### src/rtl/ffba_pkg.sv
// Shared types, widths and codes for the first-fit block allocator.
package ffba_pkg;

  // Size and offset arithmetic width (covers the largest heap plus one header).
  localparam int SZ_W   = 17;
  // Block count width (covers the largest block table size itself).
  localparam int CNT_W  = 11;
  // Request and result field width.
  localparam int DATA_W = 12;

  localparam int HEAP_BYTES_DEF   = 4096;
  localparam int HEADER_BYTES_DEF = 9;
  localparam int MAX_BLOCKS_DEF   = 64;

  localparam logic MODE_ALLOC = 1'b0;
  localparam logic MODE_FREE  = 1'b1;

  localparam logic [1:0] ST_DONE     = 2'd0;
  localparam logic [1:0] ST_NOROOM   = 2'd1;
  localparam logic [1:0] ST_NOTFOUND = 2'd2;

  // One block table entry.
  typedef struct packed {
    logic            used;
    logic [SZ_W-1:0] size;
  } ffba_ent_t;

  // Request token that travels down the cell chain.
  typedef struct packed {
    logic              mode;
    logic [DATA_W-1:0] want;
    logic [DATA_W-1:0] addr;
    logic [SZ_W-1:0]   start;
    logic [SZ_W-1:0]   bytes;
    logic [CNT_W-1:0]  count;
    logic              done;
    logic [1:0]        status;
    logic [DATA_W-1:0] offset;
    logic              carry_v;
    ffba_ent_t         carry;
    logic              merge_v;
    logic              merge_seen;
    logic [SZ_W-1:0]   msize;
  } ffba_tok_t;

  // Broadcast control from the sequencer to all cells.
  typedef struct packed {
    logic            anchor_wr;
    logic            shl;
    logic [SZ_W-1:0] msize;
  } ffba_ctrl_t;

endpackage

### src/rtl/ffba_cell.sv
// One block table cell: holds one entry and processes the passing request token.
module ffba_cell
  import ffba_pkg::*;
#(
  parameter int IDX          = 0,
  parameter int HEAP_BYTES   = HEAP_BYTES_DEF,
  parameter int HEADER_BYTES = HEADER_BYTES_DEF,
  parameter int MAX_BLOCKS   = MAX_BLOCKS_DEF
) (
  input  logic             clk_i,
  input  logic             rst_ni,
  input  logic             tok_v_i,
  input  ffba_tok_t        tok_i,
  output logic             tok_v_o,
  output ffba_tok_t        tok_o,
  input  logic [CNT_W-1:0] count_i,
  input  ffba_ctrl_t       ctrl_i,
  input  ffba_ent_t        nb_i,
  output ffba_ent_t        ent_o
);

  localparam logic [SZ_W-1:0] Hdr = SZ_W'(HEADER_BYTES);

  ffba_ent_t ent_q, ent_d;
  ffba_tok_t tok_q, tok_d;
  logic      tok_v_q;
  logic      anchor_q, anchor_d;
  logic      shl_q, shl_d;
  logic      live;
  logic [SZ_W-1:0] rest;
  logic [SZ_W-1:0] poff;

  assign live = CNT_W'(IDX) < count_i;
  assign rest = ent_q.size - SZ_W'(tok_i.want);
  assign poff = tok_i.start + Hdr;

  // Token processing, then tail shift and merged size write-back
  always_comb begin
    tok_d    = tok_i;
    ent_d    = ent_q;
    anchor_d = anchor_q;
    shl_d    = shl_q;
    if (tok_v_i) begin
      anchor_d = 1'b0;
      shl_d    = tok_i.merge_seen;
      if (tok_i.carry_v) begin
        // ripple insert: take the carried entry, pass ours on
        ent_d       = tok_i.carry;
        tok_d.carry = ent_q;
      end else if (tok_i.merge_v) begin
        if (live && !ent_q.used) begin
          tok_d.msize = tok_i.msize + ent_q.size + Hdr;
          tok_d.bytes = tok_i.bytes - Hdr;
          tok_d.count = tok_i.count - CNT_W'(1);
        end else begin
          tok_d.merge_v = 1'b0;
        end
      end else if (!tok_i.done && live) begin
        if (tok_i.mode == MODE_ALLOC) begin
          if (!ent_q.used && ent_q.size >= SZ_W'(tok_i.want)) begin
            tok_d.done   = 1'b1;
            tok_d.status = ST_DONE;
            tok_d.offset = poff[DATA_W-1:0];
            ent_d.used   = 1'b1;
            if (rest >= Hdr && count_i < CNT_W'(MAX_BLOCKS)) begin
              // split: used part here, free remainder rippled behind
              ent_d.size         = SZ_W'(tok_i.want);
              tok_d.carry_v      = 1'b1;
              tok_d.carry.used   = 1'b0;
              tok_d.carry.size   = rest - Hdr;
              tok_d.count        = tok_i.count + CNT_W'(1);
              tok_d.bytes        = tok_i.bytes + SZ_W'(tok_i.want) + Hdr;
            end else begin
              tok_d.bytes = tok_i.bytes + ent_q.size;
            end
          end else begin
            tok_d.start = poff + ent_q.size;
          end
        end else begin
          if (poff == SZ_W'(tok_i.addr)) begin
            tok_d.done   = 1'b1;
            tok_d.offset = '0;
            if (ent_q.used) begin
              tok_d.status     = ST_DONE;
              ent_d.used       = 1'b0;
              tok_d.bytes      = tok_i.bytes - ent_q.size;
              tok_d.merge_v    = 1'b1;
              tok_d.merge_seen = 1'b1;
              tok_d.msize      = ent_q.size;
              anchor_d         = 1'b1;
            end else begin
              tok_d.status = ST_NOTFOUND;
            end
          end else begin
            tok_d.start = poff + ent_q.size;
          end
        end
      end
    end
    if (ctrl_i.shl && shl_q) begin
      ent_d = nb_i;
    end else if (ctrl_i.anchor_wr && anchor_q) begin
      ent_d.used = 1'b0;
      ent_d.size = ctrl_i.msize;
    end
  end

  // Entry and flag registers
  always_ff @(posedge clk_i or negedge rst_ni) begin
    if (!rst_ni) begin
      ent_q.used <= 1'b0;
      ent_q.size <= (IDX == 0) ? SZ_W'(HEAP_BYTES - HEADER_BYTES) : '0;
      anchor_q   <= 1'b0;
      shl_q      <= 1'b0;
      tok_v_q    <= 1'b0;
    end else begin
      ent_q    <= ent_d;
      anchor_q <= anchor_d;
      shl_q    <= shl_d;
      tok_v_q  <= tok_v_i;
    end
  end

  // Token payload stage
  always_ff @(posedge clk_i) begin
    tok_q <= tok_d;
  end

  assign tok_v_o = tok_v_q;
  assign tok_o   = tok_q;
  assign ent_o   = ent_q;

endmodule

### config.mk
export PLATFORM = sky130hd
export DESIGN_NAME = ffba_cell
export DESIGN_NICKNAME = d
export VERILOG_FILES = /design/src/rtl/ffba_pkg.sv /design/src/rtl/ffba_cell.sv
export SDC_FILE = /design/constraint.sdc
export NUM_CORES = 1
export LEC_CHECK = 0
export BUFFER_PORTS_ARGS = -buffer_cell sky130_fd_sc_hd__clkbuf_2
export CORE_MARGIN = 4
export CORE_UTILIZATION = 59
export CTS_CLUSTER_DIAMETER = 40
export DETAILED_ROUTE_END_ITERATION = 12
export GPL_ROUTABILITY_DRIVEN = 1
export HOLD_SLACK_MARGIN = 0.08
export PLACE_DENSITY = 0.88
export RECOVER_POWER = 100
export SYNTH_ARGS = -nofsm -noshare
export SYNTH_HDL_FRONTEND = slang
export SYNTH_SLANG_ARGS = --single-unit
### constraint.sdc
create_clock -name clk_i -period 7 [get_ports clk_i]
set_clock_uncertainty 0.05 [all_clocks]
set_input_delay 1.05 -clock clk_i [delete_from_list [all_inputs] [get_ports clk_i]]
set_output_delay 1.05 -clock clk_i [all_outputs]
set_load 0.005 [all_outputs]
==> results.cfg <==
[pwr]
report.power.total_w = 0.00356
vdd_drop_max_uv = 190
p_leak_nw = 6.36
powerDensity_nw_per_um2 = 252

[timing]
rsz0062_at_grt = no
worstMarginPinSlew_ns = 1.20
period_needed_ns = 5.84
finalHoldViolations = 0
finalMaxSlewViolations = 0
fin_ws_ns = 1.16
setup_viol = 0
period_share_pct = 83.5
final.setup.tns_ns = 0
max_slew_margin_pct = 19.5
holdWs_ns = 0.457
fmax_mhz = 171

[grt]
grt_max_degree = 37
antenna_found_initial = 0
grtUsageTotal_pct = 39.0
grtUsageMet2_pct = 59.6
use_met1_pct = 49.9
use_met3_pct = 11.1
overflow = 0
grt_pass1_wl_mm = 67.9
grt_pass1_vias = 12300
top_usage_layer = met2

[route]
first_iter_violations = 1761
first_pass_iters = 6
vias = 13100
drtAntennaViolNets = 0
route.detailed.drc = 0
viasPerCell = 6.43
totalWireLength_mm = 46.2
post_drt_wl_per_cell_um = 22.6

[clock_tree]
htree_num_levels = 4
insertion_delay_ns = 0.45
cts_hold_buf = 0
cts_sinks = 144
postCtsSetupRepairBufs = 0
clockRootBuffer = clkbuf_16
cts_tree = done
cts_made_buffers = 17
cts_resized = 0
clk_pin_slew_ns = 0.07
clk_path_buf_depth = 2

[synth]
netlist_area_um2 = 12000
yosysTopAreaCellShare_pct = 20.5
yosysTopAreaCell = dfxtp_1
yosysSeqAreaShare_pct = 24.9
async_flop_share_pct = 14.6
avgSynthCellArea_um2 = 8.12
yosys_warnings = 0
ys_ff_latch = 144
synthCells = 1483
synth_area_leaders = dfxtp_1, ha_1, xnor2_1
synthFlopType = dfxtp_1
synth_edf_count = 0
synthDistinctLibCells = 94
yosys-top-cells-count = dfxtp_1, ha_1, nand2_1, nor2_1, a21oi_1
synth_most_common_cell = dfxtp_1
syn-num-nets = 1784

[final_layout]
n_fill_cell = 1641
syn2layout_area_growth_pct = 17.1
final_area_um2 = 14100
final_nets = 2061
layout-drive-gt1-share_pct = 15.6

[die]
die_y_um = 151
coreArea_um2 = 19800
die_area_um2 = 22800
die_w_um = 151
rows = 51
io_pins = 316
initial_core_util_pct = 60.9

[setup_path]
start_kind = primary input
critical_path_required_ns = 7.21
rrSetupSlack_ns = 1.25
cp.arrival_ns = 6.05
end_kind = register
critical_path_class = primary input to register
rr_worst_depth = 14
crit_fanout = 16

[min_path]
min_path_type = register to register
hold_depth = 1

[placement]
place_hpwl_mm = 35.5
dpl_cell_area_um2 = 13700
gp_congestion = 0.999
pre_cts_ws_ns = 1.81
io_buffers = 315

[status]
outcome = complete, no violations

[run]
drv_cap = 0
-- registers in the layout (all words and copies together) (netlist names) --
name,flops
tok_o,123
ent_o,18
anchor_q,1
shl_q,1
tok_v_o,1
-- critical path, cell delays in order --
cell and delay, ns:
clkbuf_2 0.19, ha_1 0.27, a21oi_1 0.25, nor3_1 0.90, a31oi_1 0.26, nor4_1 0.73, nand4b_4 0.29, nor3_4 0.68
nand2_1 0.26, nor2_1 0.71, a21oi_1 0.17, o22ai_1 0.16, a21oi_1 0.11
-- metal layers --
layer,wire length [um],share of wire [%]
met1,17200,37
met2,20000,43
met3,6170,13
met4,2720,5.9
met5,0,0
-- power by group --
group	total, W	switching (W)	internal (W)
Combinational	0.00160	0.000952	0.000651
Sequential	0.00104	0.000131	0.000909
Clock	0.000914	0.000441	0.000473
-- layout by cell type (no fill, tap or decap), types with 9 or more instances in the layout --
| master | n |
|---|---|
| clkbuf_2 | 202 |
| dfxtp_1 | 123 |
| ha_1 | 121 |
| nand2_1 | 120 |
| nor2_1 | 119 |
| a21oi_1 | 116 |
| clkbuf_1 | 113 |
| o21ai_0 | 99 |
| xnor2_1 | 81 |
| inv_1 | 72 |
| nand3_1 | 55 |
| xor2_1 | 46 |
| nor3_1 | 35 |
| o211ai_1 | 27 |
| mux2i_1 | 26 |
| o22ai_1 | 24 |
| a21o_1 | 21 |
| nand2b_1 | 20 |
| a31oi_1 | 20 |
| clkbuf_16 | 17 |
| o21a_1 | 16 |
| a221oi_1 | 16 |
| and3_1 | 15 |
| a211oi_1 | 11 |
| dfstp_1 | 11 |
| nor3b_1 | 10 |
| nor2b_1 | 10 |
| a22o_1 | 10 |
| a221o_1 | 10 |
| dfrtp_1 | 10 |
| or3_1 | 9 |
| o21bai_1 | 9 |
| o221ai_1 | 9 |
-- stage by stage --
stage               utilization, %  instances
CTS                           72.4       2038
floorplan                        -       1483
detailed placement            69.5       2006
global placement              69.5       2006
finish                        71.3       2039
global route                  71.3       2038
-- final timing paths --
| path | start | to |
|---|---|---|
| min reg2reg | anchor_q | anchor_q |
| max in group asynchronous | rst_ni | ent_o[17] |
| min | anchor_q | anchor_q |
| max reg2reg | ent_o[1] | ent_o[2] |
| max | tok_i[81] | tok_o[16] |
| min in group asynchronous | rst_ni | shl_q |
-- cells by family after synthesis --
kind of cell	after synthesis	synth area share, %
multiplexers	32	2.72
XOR/XNOR	132	10.2
AND/OR/NAND/NOR	457	19.3
flip-flops	144	24.9
AO/OA/AOI/OAI	450	24.6
buffers and inverters	141	4.74
adder cells (fa/ha/maj)	127	13.6
-- final cells by class --
class                           count  area, um^2  share of cell area (%)
Antenna cell                        1        2.50                  0.0177
Clock buffer                       17         425                    3.02
Clock inverter                     15         148                    1.05
Inverter                           75         282                    2.00
Multi-Input combinational cell   1198        8410                    59.7
Sequential cell                   144        3000                    21.3
Tap cell                          265         332                    2.35
Timing Repair Buffer              324        1500                    10.6
(Power assumes the default switching activity.)
